--- src/rtl/dltq_pkg.sv ---
package dltq_pkg;

    localparam int DEPTH    = 16;
    localparam int ADDR_W   = $clog2(DEPTH);
    localparam int CNT_W    = $clog2(DEPTH + 1);
    localparam int HANDLE_W = 16;
    localparam int TIME_W   = 32;

    localparam int CMD_W    = 2;
    localparam int STATUS_W = 2;
    localparam int IN_W     = 56;
    localparam int OUT_W    = 72;

    localparam logic [CMD_W-1:0] CMD_INSERT = 2'd0;
    localparam logic [CMD_W-1:0] CMD_TICK   = 2'd1;
    localparam logic [CMD_W-1:0] CMD_REMOVE = 2'd2;

    localparam logic [STATUS_W-1:0] STAT_OK    = 2'd0;
    localparam logic [STATUS_W-1:0] STAT_FULL  = 2'd1;
    localparam logic [STATUS_W-1:0] STAT_EMPTY = 2'd2;

    typedef enum logic [3:0] {
        ST_IDLE,
        ST_WALK_RD,
        ST_WALK_CMP,
        ST_SHIFT_RD,
        ST_SHIFT_WR,
        ST_INS_WR,
        ST_TICK_RD,
        ST_TICK_WR,
        ST_REM_RD0,
        ST_REM_GET,
        ST_REM_RD,
        ST_REM_WR,
        ST_HEAD_RD,
        ST_HEAD_GET
    } state_t;

    // results of the shared add/compare unit
    typedef struct packed {
        logic [TIME_W-1:0] sum;      // before + delta
        logic              gt;       // sum > wait
        logic [TIME_W-1:0] diff;     // sum - wait
        logic [TIME_W-1:0] ins_dlt;  // wait - before
        logic [TIME_W-1:0] dec;      // delta - 1, held at zero
    } step_res_t;

endpackage

--- src/rtl/delta_list_timer_queue.sv ---
// Timer queue held as a delta list in a single-port-write, registered-read store.
// Insert walks the list and moves later entries up; tick decrements the head delta;
// remove takes the head and moves the rest down; others and refusals only read the head.
// A result waits while m_tready holds the previous one. One item at a time: the next is
// taken once the result is registered.
// Reset clears the sequencer, the entry count and the output valid; the entry store
// is not cleared and needs no clearing pass, as the count bounds every read that is used.
module delta_list_timer_queue (
    input  logic                          aclk,
    input  logic                          aresetn,
    input  logic                          s_tvalid,
    output logic                          s_tready,
    // [1:0] cmd, [17:2] handle, [49:18] wait_time, [55:50] zero
    input  logic [dltq_pkg::IN_W-1:0]     s_tdata,
    output logic                          m_tvalid,
    input  logic                          m_tready,
    // [1:0] status, [2] head_valid, [18:3] head_handle, [50:19] head_wait,
    // [66:51] removed_handle, [71:67] entry_count
    output logic [dltq_pkg::OUT_W-1:0]    m_tdata
);

    localparam int AW = dltq_pkg::ADDR_W;
    localparam int CW = dltq_pkg::CNT_W;
    localparam int HW = dltq_pkg::HANDLE_W;
    localparam int TW = dltq_pkg::TIME_W;

    // entry store
    logic [HW-1:0] hnd_mem [dltq_pkg::DEPTH];
    logic [TW-1:0] dlt_mem [dltq_pkg::DEPTH];

    dltq_pkg::state_t state_reg, state_next;

    logic [dltq_pkg::CMD_W-1:0]    cmd_reg, cmd_next;
    logic [HW-1:0]                 hnd_in_reg, hnd_in_next;
    logic [TW-1:0]                 wt_reg, wt_next;
    logic [CW-1:0]                 count_reg, count_next;
    logic [CW-1:0]                 idx_reg, idx_next;
    logic [AW-1:0]                 pos_reg, pos_next;
    logic [TW-1:0]                 before_reg, before_next;
    logic [TW-1:0]                 adj_reg, adj_next;
    logic [dltq_pkg::STATUS_W-1:0] status_reg, status_next;
    logic [HW-1:0]                 removed_reg, removed_next;
    logic                          m_valid_reg, m_valid_next;
    logic [dltq_pkg::OUT_W-1:0]    m_data_reg, m_data_next;

    logic          rd_en;
    logic [AW-1:0] rd_addr;
    logic [HW-1:0] rd_hnd_reg;
    logic [TW-1:0] rd_dlt_reg;
    logic          wr_en;
    logic [AW-1:0] wr_addr;
    logic [HW-1:0] wr_hnd;
    logic [TW-1:0] wr_dlt;

    logic                in_acc;
    logic                out_free;
    logic [CW-1:0]       idx_inc, idx_dec;
    logic                head_ok;
    dltq_pkg::step_res_t su;

    assign in_acc   = s_tvalid && s_tready;
    assign out_free = !m_valid_reg || m_tready;
    assign idx_inc  = idx_reg + CW'(1);
    assign idx_dec  = idx_reg - CW'(1);
    assign head_ok  = (count_reg != '0);

    assign s_tready = (state_reg == dltq_pkg::ST_IDLE);
    assign m_tvalid = m_valid_reg;
    assign m_tdata  = m_data_reg;

    dltq_step_unit u_step (
        .prior     (before_reg),
        .delta     (rd_dlt_reg),
        .wait_time (wt_reg),
        .res       (su)
    );

    always_ff @(posedge aclk) begin
        if (wr_en) begin
            hnd_mem[wr_addr] <= wr_hnd;
            dlt_mem[wr_addr] <= wr_dlt;
        end
        if (rd_en) begin
            rd_hnd_reg <= hnd_mem[rd_addr];
            rd_dlt_reg <= dlt_mem[rd_addr];
        end
    end

    // next state
    always_comb begin
        state_next = state_reg;
        unique case (state_reg)
            dltq_pkg::ST_IDLE: begin
                if (in_acc) begin
                    unique case (s_tdata[1:0])
                        dltq_pkg::CMD_INSERT: begin
                            if (count_reg == CW'(dltq_pkg::DEPTH)) begin
                                state_next = dltq_pkg::ST_HEAD_RD;
                            end else if (!head_ok) begin
                                state_next = dltq_pkg::ST_INS_WR;
                            end else begin
                                state_next = dltq_pkg::ST_WALK_RD;
                            end
                        end
                        dltq_pkg::CMD_TICK: begin
                            state_next = head_ok ? dltq_pkg::ST_TICK_RD : dltq_pkg::ST_HEAD_RD;
                        end
                        dltq_pkg::CMD_REMOVE: begin
                            state_next = head_ok ? dltq_pkg::ST_REM_RD0 : dltq_pkg::ST_HEAD_RD;
                        end
                        default: state_next = dltq_pkg::ST_HEAD_RD;
                    endcase
                end
            end
            dltq_pkg::ST_WALK_RD:  state_next = dltq_pkg::ST_WALK_CMP;
            dltq_pkg::ST_WALK_CMP: begin
                if (su.gt) begin
                    state_next = dltq_pkg::ST_SHIFT_RD;
                end else if (idx_inc == count_reg) begin
                    state_next = dltq_pkg::ST_INS_WR;
                end else begin
                    state_next = dltq_pkg::ST_WALK_RD;
                end
            end
            dltq_pkg::ST_SHIFT_RD: state_next = dltq_pkg::ST_SHIFT_WR;
            dltq_pkg::ST_SHIFT_WR: begin
                state_next = (idx_dec == CW'(pos_reg)) ? dltq_pkg::ST_INS_WR
                                                        : dltq_pkg::ST_SHIFT_RD;
            end
            dltq_pkg::ST_INS_WR:   state_next = dltq_pkg::ST_HEAD_RD;
            dltq_pkg::ST_TICK_RD:  state_next = dltq_pkg::ST_TICK_WR;
            dltq_pkg::ST_TICK_WR:  state_next = dltq_pkg::ST_HEAD_RD;
            dltq_pkg::ST_REM_RD0:  state_next = dltq_pkg::ST_REM_GET;
            dltq_pkg::ST_REM_GET: begin
                state_next = (count_reg == CW'(1)) ? dltq_pkg::ST_HEAD_RD
                                                    : dltq_pkg::ST_REM_RD;
            end
            dltq_pkg::ST_REM_RD:   state_next = dltq_pkg::ST_REM_WR;
            dltq_pkg::ST_REM_WR: begin
                state_next = (idx_inc == count_reg) ? dltq_pkg::ST_HEAD_RD
                                                     : dltq_pkg::ST_REM_RD;
            end
            dltq_pkg::ST_HEAD_RD:  state_next = dltq_pkg::ST_HEAD_GET;
            dltq_pkg::ST_HEAD_GET: begin
                if (out_free) begin
                    state_next = dltq_pkg::ST_IDLE;
                end
            end
            default: state_next = dltq_pkg::ST_IDLE;
        endcase
    end

    // datapath and store control
    always_comb begin
        cmd_next     = cmd_reg;
        hnd_in_next  = hnd_in_reg;
        wt_next      = wt_reg;
        count_next   = count_reg;
        idx_next     = idx_reg;
        pos_next     = pos_reg;
        before_next  = before_reg;
        adj_next     = adj_reg;
        status_next  = status_reg;
        removed_next = removed_reg;
        m_valid_next = m_valid_reg;
        m_data_next  = m_data_reg;
        rd_en        = 1'b0;
        rd_addr      = '0;
        wr_en        = 1'b0;
        wr_addr      = '0;
        wr_hnd       = rd_hnd_reg;
        wr_dlt       = rd_dlt_reg;

        if (m_valid_reg && m_tready) begin
            m_valid_next = 1'b0;
        end

        unique case (state_reg)
            dltq_pkg::ST_IDLE: begin
                if (in_acc) begin
                    cmd_next     = s_tdata[1:0];
                    hnd_in_next  = s_tdata[17:2];
                    wt_next      = s_tdata[49:18];
                    idx_next     = '0;
                    pos_next     = '0;
                    before_next  = '0;
                    removed_next = '0;
                    status_next  = dltq_pkg::STAT_OK;
                    if (s_tdata[1:0] == dltq_pkg::CMD_INSERT
                            && count_reg == CW'(dltq_pkg::DEPTH)) begin
                        status_next = dltq_pkg::STAT_FULL;
                    end
                    if ((s_tdata[1:0] == dltq_pkg::CMD_TICK
                            || s_tdata[1:0] == dltq_pkg::CMD_REMOVE) && !head_ok) begin
                        status_next = dltq_pkg::STAT_EMPTY;
                    end
                end
            end
            dltq_pkg::ST_WALK_RD: begin
                rd_en   = 1'b1;
                rd_addr = idx_reg[AW-1:0];
            end
            dltq_pkg::ST_WALK_CMP: begin
                if (su.gt) begin
                    pos_next = idx_reg[AW-1:0];
                    adj_next = su.diff;
                    idx_next = count_reg;
                end else begin
                    before_next = su.sum;
                    idx_next    = idx_inc;
                    pos_next    = idx_inc[AW-1:0];
                end
            end
            dltq_pkg::ST_SHIFT_RD: begin
                rd_en   = 1'b1;
                rd_addr = idx_dec[AW-1:0];
            end
            dltq_pkg::ST_SHIFT_WR: begin
                wr_en    = 1'b1;
                wr_addr  = idx_reg[AW-1:0];
                // the entry that now follows the new one keeps its absolute wait
                if (idx_dec == CW'(pos_reg)) begin
                    wr_dlt = adj_reg;
                end
                idx_next = idx_dec;
            end
            dltq_pkg::ST_INS_WR: begin
                wr_en      = 1'b1;
                wr_addr    = pos_reg;
                wr_hnd     = hnd_in_reg;
                wr_dlt     = su.ins_dlt;
                count_next = count_reg + CW'(1);
            end
            dltq_pkg::ST_TICK_RD: begin
                rd_en = 1'b1;
            end
            dltq_pkg::ST_TICK_WR: begin
                wr_en  = 1'b1;
                wr_dlt = su.dec;
            end
            dltq_pkg::ST_REM_RD0: begin
                rd_en = 1'b1;
            end
            dltq_pkg::ST_REM_GET: begin
                removed_next = rd_hnd_reg;
                idx_next     = CW'(1);
                if (count_reg == CW'(1)) begin
                    count_next = '0;
                end
            end
            dltq_pkg::ST_REM_RD: begin
                rd_en   = 1'b1;
                rd_addr = idx_reg[AW-1:0];
            end
            dltq_pkg::ST_REM_WR: begin
                wr_en    = 1'b1;
                wr_addr  = idx_dec[AW-1:0];
                idx_next = idx_inc;
                if (idx_inc == count_reg) begin
                    count_next = count_reg - CW'(1);
                end
            end
            dltq_pkg::ST_HEAD_RD: begin
                rd_en = 1'b1;
            end
            dltq_pkg::ST_HEAD_GET: begin
                if (out_free) begin
                    m_valid_next = 1'b1;
                    m_data_next  = {count_reg,
                                    removed_reg,
                                    head_ok ? rd_dlt_reg : TW'(0),
                                    head_ok ? rd_hnd_reg : HW'(0),
                                    head_ok,
                                    status_reg};
                end
            end
            default: ;
        endcase
    end

    always_ff @(posedge aclk) begin
        if (!aresetn) begin
            state_reg   <= dltq_pkg::ST_IDLE;
            count_reg   <= '0;
            m_valid_reg <= 1'b0;
        end else begin
            state_reg   <= state_next;
            count_reg   <= count_next;
            m_valid_reg <= m_valid_next;
        end
    end

    always_ff @(posedge aclk) begin
        cmd_reg     <= cmd_next;
        hnd_in_reg  <= hnd_in_next;
        wt_reg      <= wt_next;
        idx_reg     <= idx_next;
        pos_reg     <= pos_next;
        before_reg  <= before_next;
        adj_reg     <= adj_next;
        status_reg  <= status_next;
        removed_reg <= removed_next;
        m_data_reg  <= m_data_next;
    end

    a_count_bound: assert property (@(posedge aclk) disable iff (!aresetn)
        count_reg <= CW'(dltq_pkg::DEPTH))
        else $error("entry count beyond depth");

    a_count_change: assert property (@(posedge aclk) disable iff (!aresetn)
        !$stable(count_reg) |-> ($past(state_reg) == dltq_pkg::ST_INS_WR
                                 || $past(state_reg) == dltq_pkg::ST_REM_GET
                                 || $past(state_reg) == dltq_pkg::ST_REM_WR))
        else $error("entry count moved outside insert or remove");

    a_empty_head: assert property (@(posedge aclk) disable iff (!aresetn)
        (m_valid_reg && m_data_reg[71:67] == '0) |-> (m_data_reg[50:2] == '0))
        else $error("empty queue reports a head entry");

    a_busy_no_take: assert property (@(posedge aclk) disable iff (!aresetn)
        (state_reg == dltq_pkg::ST_HEAD_GET && !out_free) |=> state_reg == dltq_pkg::ST_HEAD_GET)
        else $error("result slot overwritten");

endmodule

--- src/rtl/dltq_step_unit.sv ---
module dltq_step_unit (
    input  logic [dltq_pkg::TIME_W-1:0] prior,
    input  logic [dltq_pkg::TIME_W-1:0] delta,
    input  logic [dltq_pkg::TIME_W-1:0] wait_time,
    output dltq_pkg::step_res_t         res
);

    logic [dltq_pkg::TIME_W-1:0] sum;

    assign sum         = prior + delta;
    assign res.sum     = sum;
    assign res.gt      = (sum > wait_time);
    assign res.diff    = sum - wait_time;
    assign res.ins_dlt = wait_time - prior;
    assign res.dec     = (delta == '0) ? delta : delta - dltq_pkg::TIME_W'(1);

endmodule
--- config.mk ---
export PLATFORM = sky130hd
export DESIGN_NAME = delta_list_timer_queue
export DESIGN_NICKNAME = d
export VERILOG_FILES = /design/src/rtl/dltq_pkg.sv /design/src/rtl/delta_list_timer_queue.sv /design/src/rtl/dltq_step_unit.sv
export SDC_FILE = /design/constraint.sdc
export NUM_CORES = 2
export LEC_CHECK = 0
export BUFFER_PORTS_ARGS = -buffer_cell sky130_fd_sc_hd__clkbuf_2
export CAP_MARGIN = 0
export CORE_ASPECT_RATIO = 0.6
export CORE_MARGIN = 5
export CORE_UTILIZATION = 45
export DETAILED_ROUTE_END_ITERATION = 7
export PLACE_DENSITY = 0.62
export SETUP_SLACK_MARGIN = 0.2
export SYNTH_ARGS = -nofsm -noshare
export SYNTH_HDL_FRONTEND = slang
export SYNTH_SLANG_ARGS = --single-unit
--- constraint.sdc ---
create_clock -name aclk -period 8.5 [get_ports aclk]
set_clock_uncertainty 0.05 [all_clocks]
set_input_delay 0.425 -clock aclk [delete_from_list [all_inputs] [get_ports aclk]]
set_output_delay 0.425 -clock aclk [all_outputs]
set_load 0.01 [all_outputs]
== After elaboration in Yosys (flattened, before gate mapping) ==
Memories as Yosys holds them, arrays and structs flattened. A register that Yosys moved wholly into a read port is not among the register bits.
Cells that the tools add are included.
Storage, ports and cells
  register bits after elaboration: 221
  RAM bits: 768
  input bits: 60
  logic and storage cells: 118
  memories kept: 2
Memory list
  dlt_mem: depth 16, bits a word 32, rd ports 1, clocked after Yosys merged registers in 1, write ports 1, RTL line delta_list_timer_queue.sv:29  | logic [TW-1:0] dlt_mem [dltq_pkg::DEPTH];
  hnd_mem: depth 16, bits a word 16, rd ports 1, clocked after Yosys merged registers in 1, write ports 1, RTL line delta_list_timer_queue.sv:28  | logic [HW-1:0] hnd_mem [dltq_pkg::DEPTH];
Cells by class
  add/sub/neg operators: 8
  magnitude comparators: 1
  eq/ne operators: 24
  muxes and demuxes: 41
  reductions and logical operators: 29
Operators by type and width (count)
  2-to-1 mux 32 bit: 4
  one-hot mux 32 bit (3 select lines): 1
  one-hot mux 32 bit (2 select lines): 1
  subtractor 32 bit: 2
  one-hot mux 4 bit (13 select lines): 1
  adder 32 bit: 1
  > comparator 32 bit: 1
  logical NOT 32 bit: 1
  2-to-1 mux 16 bit: 2
  one-hot mux 16 bit (2 select lines): 1
  subtractor 32 x 1 -> 32 bit (second input constant): 1
  one-hot mux 5 bit (5 select lines): 1
  equality test 4 bit (second input constant): 6
  2-to-1 mux 4 bit: 6
  one-hot mux 4 bit (3 select lines): 2
  2-to-1 mux 3 bit: 7
  2-to-1 mux 5 bit: 4
  equality test 4 x 3 -> 1 bit (second input constant): 4
  one-hot mux 4 bit (2 select lines): 2
  one-hot mux 5 bit (3 select lines): 1
  AND reduction 2 bit: 7
  adder 5 x 1 -> 5 bit (second input constant): 2
  nonzero test 5 bit: 2
  subtractor 5 x 1 -> 5 bit (second input constant): 2
  22 further kinds: 41

== Logic depth before layout (Yosys ltp) ==
  depth after elaboration: 6
  depth in mapped cells: 21

== Modules after synthesis ==
A second synthesis with hierarchy kept.
Unflattened totals
  cell total of the unflattened synthesis: 3225
  area total of the unflattened synthesis: 46146.8 um^2
Modules (own cells, without submodules)
  delta_list_timer_queue: times used 1, cells each 2354, area each 40264.9 um^2, sequential area each 31039.8 um^2
  dltq_step_unit: times used 1, cells each 871, area each 5881.9 um^2, sequential area each 0.0 um^2

== Least setup slack after synthesis ==
Ideal clock, no wire load.
  path type: reg-to-reg
  start point: register rd_dlt_reg[0] (read register of dlt_mem)
  end point: register before_reg[0] (enable)
  library setup time: 636 ps
  arrival time: 7541 ps
  data required time: 7814 ps
  path slack: 273 ps
  stages on the path, launching flop included: 19
  path buffers: 0
  cells stage by stage: edfxtp_1 -> ha_1 -> fa_1 -> a21o_1 -> a21oi_1 -> nand2b_1 -> a21oi_1 -> a31o_2 -> a21oi_1 -> xnor2_1 -> ha_1 -> nand2_1 -> or3_1 -> nor4b_1 -> a21oi_1 -> a22oi_1 -> a21oi_1 -> nor3_1 -> a21oi_1
RTL lines
  start: declaration: RTL line delta_list_timer_queue.sv:49  | logic [TW-1:0] rd_dlt_reg;
  end signal: assignment: RTL line delta_list_timer_queue.sv:299  | before_reg <= before_next;
  end: declaration: RTL line delta_list_timer_queue.sv:39  | logic [TW-1:0] before_reg, before_next;

==> run metrics <==
count of pins over their slew limit 0; H-tree levels 3; worst skew pair latency approximately 0.69 ns; die area 108000 sq um; maxcap violations 0; post-route worst setup slack ~1.8 ns; Root Buffer clkbuf_16; CP Max Fanout 11; CTS tree built; clock sink count 1037; top-area cell type share of the netlist area roughly two thirds; Setup CP Type flip-flop to flip-flop; Area contributors post-synth edfxtp_1 67%, mux4_2 9.5%, ha_1 2.9%; CP arrival 7.15 ns; maximum clock insertion buffer count 3; GRT Total Usage 21.6%; count of final setup violators 0; remaining global-route overflow 0; register area approximately 31000 sq um; hold_sp aresetn; RSZ-0062 raised after global routing no; Crit. End Element flip-flop; Cell Rows 90; relative slew slack between 10 and 15%; Routed WL around 120000 um; Multi-input gate area around 14000 sq um; hold buffer count at CTS 48; distinct cell type count after synthesis 75; Clock Pin Slew Worst Setup and Hold Paths about 0.070 ns; layout cells sized above 1 between 10% and 20%; Area Overhead vs Synth 13.1%; Power Density approximately 430 nW/um^2; CP max-delay cell a21oi_1; Setup TNS 0 ns; Worst R2R Start rd_dlt_reg[2]; TritonCTS buffer count between 90 and 100; status finished, final reports clean; WL/cell 26.2 um; area of the core a little over 100000 sq um; dominant synthesized flop cell edfxtp_1; 1st-pass router iterations 6; Synth Net Count 3098; Vias/cell around 6; Starting Density a little under half; Final GP Congestion between 0.9 and 1; CP startpoint rd_dlt_reg[2]; initial antenna violation count 1; Port Buf Inserts between 100 and 150; R2R Setup Slk between 1.5 and 2 ns; CP Cell Sequence ha_1, o21ai_0, o211ai_1, nand4_1, a21boi_0, a21o_1, o21ai_0, o21ai_0, xor2_1, ha_1, a21o_1, a21o_1, a21oi_1, and3_1, a22oi_1, a21oi_1, nor2_1, or3_1, a21oi_1; CP Launch Type flip-flop; min Tclk post-route roughly 6.7 ns; sequential area share after synthesis approximately 68%; largest register by flop count dlt_mem; pre-CTS setup slack approximately 2.1 ns; Final Hold Fails 0; CP required approximately 9 ns; slowest cell delay on critical path just under 0.8 ns; Yosys reg bits approximately 1000; Fmax 150 MHz; cell leakage power 0.0175 uW; largest net degree at the start of global routing between 100 and 150; Final nets 3295; Fill cells around 8300; Post-synth EDFFs just over 1000; async set-reset flop share out of synthesis 0%; Syn Area/Cell about 16 sq um; vias in the first global route about 27000; max FFs per register roughly 510; Cell Area, Synth 45700 sq um; Yosys warnings 0; Synth Instances a little under 3000; vias 27200; Worst Max-Slew Pin Slew between 1 and 1.5 ns; Die X-Extent 421 um; total setup buffers inserted after CTS 0; Initial DRC Count 3221; leading area contributor after synthesis edfxtp_1; # IOs between 100 and 150; first-pass GRT wire length roughly 180000 um; Max VDD drop roughly 280 uV; Die Ht between 200 and 300 um; final worst path period share roughly four fifths; antenna viol nets, final 0; drt drc 0; post-detail-place hpwl roughly 73000 um; Gates resized, CTS repair 0; Worst Hold Class input port to flip-flop
[area by class of cell]
cell class,count,area share [%]
Antenna cell,1,0.00484
Clock buffer,110,4.67
Clock inverter,63,1.25
Inverter,104,0.755
Multi-Input combinational cell,1656,27.0
Sequential cell,1037,60.0
Tap cell,1334,3.23
Timing Repair Buffer,236,3.09
[cell usage in the layout, fill, tap and decap left out, types with 11 or more instances in the layout]
master         synthesis  layout
edfxtp_1            1027    1027
nand2_1              264     263
mux4_2               192     192
clkbuf_2               0     127
a21oi_1              111     110
ha_1                 105     105
inv_1                103     102
o21ai_0              102     102
and2_1                99      99
nor2_1               120      97
clkbuf_16              0      94
a211oi_1              71      71
xnor2_1               61      61
a31oi_1               59      59
buf_4                  0      59
and3_1                55      55
dlygate4sd3_1          0      48
a21o_1                46      46
xor2_1                35      35
nor3_1                35      33
nand3_1               23      23
nor2b_1               21      21
clkinv_1               1      21
nor2_4                 0      21
mux2i_1               20      20
clkinv_2               0      19
o21a_1                17      17
nand2b_1              16      16
clkbuf_1              90      16
o31ai_1               14      14
o211ai_1              12      12
a221oi_1              12      12
nand4_1               11      11
o22ai_1               12      11
[synth_stat cells, types with 35 or more instances]
cell and number:
a211oi_1 71, a21o_1 46, a21oi_1 111, a31oi_1 59
and2_1 99, and3_1 55, clkbuf_1 90, edfxtp_1 1027
ha_1 105, inv_1 103, mux4_2 192, nand2_1 264
nor2_1 120, nor3_1 35, o21ai_0 102, xnor2_1 61
xor2_1 35
[critical path, delay by kind of cell, from the launching register on]
kind / cells / cell delay (ns)
AO/OA/AOI/OAI: 12 / 3.51
AND/OR/NAND/NOR: 4 / 1.41
XOR/XNOR: 1 / 0.25
flip-flops: 1 / 0.54
adder cells (fa/ha/maj): 2 / 0.75
[cells by family after synthesis]
| family | Yosys count | synth area share (%) |
|---|---|---|
| xor gates and xnor gates | 96 | 1.84 |
| buffers and inverters | 237 | 2.05 |
| AOI/OAI and AO/OA | 534 | 7.65 |
| and+or+nand+nor | 704 | 7.59 |
| adders and majority gates | 108 | 3.01 |
| DFF | 1037 | 67.9 |
| muxes | 214 | 9.95 |
[report_power, final]
group	internal (uW)	total [uW]	switching (uW)
Clock	2360	4270	1920
Combinational	3630	9900	6270
Sequential	7580	8160	588
Total	13600	22300	8780
[per-layer routing]
metal  vias to the layer above  part of all wire (%)  GRT usage (%)
li1                      11900                     -              -
met1                     14000                    46           33.4
met2                      1137                    43           31.6
met3                       144                   8.4           4.46
met4                         0                   2.0           4.81
met5                         -                     0              0
[through the flow]
step / instance area (sq um) / total power [uW] / instances / hold slack, ns / utilization, %
after floorplan: 45700 / 14900 / 2930 / 0.350 / -
after global placement: 48100 / 17700 / 4318 / 0.354 / 47.8
after detailed placement: 48100 / 18000 / 4318 / 0.356 / 47.8
after CTS: 51700 / 22300 / 4539 / 0.0114 / 51.3
after global routing: 51700 / 23600 / 4540 / 0.0588 / 51.3
final: 51700 / 22300 / 4541 / 0.0584 / 51.3
[final timing paths]
check / endpoint / cells after the start
setup / recovery: pos_reg[3] / 19
hold / removal: count_reg[4] / 2
setup reg to reg: pos_reg[3] / 19
hold reg to reg: m_tdata[66] / 0
No activity file was read; power rests on OpenSTA's default activity.
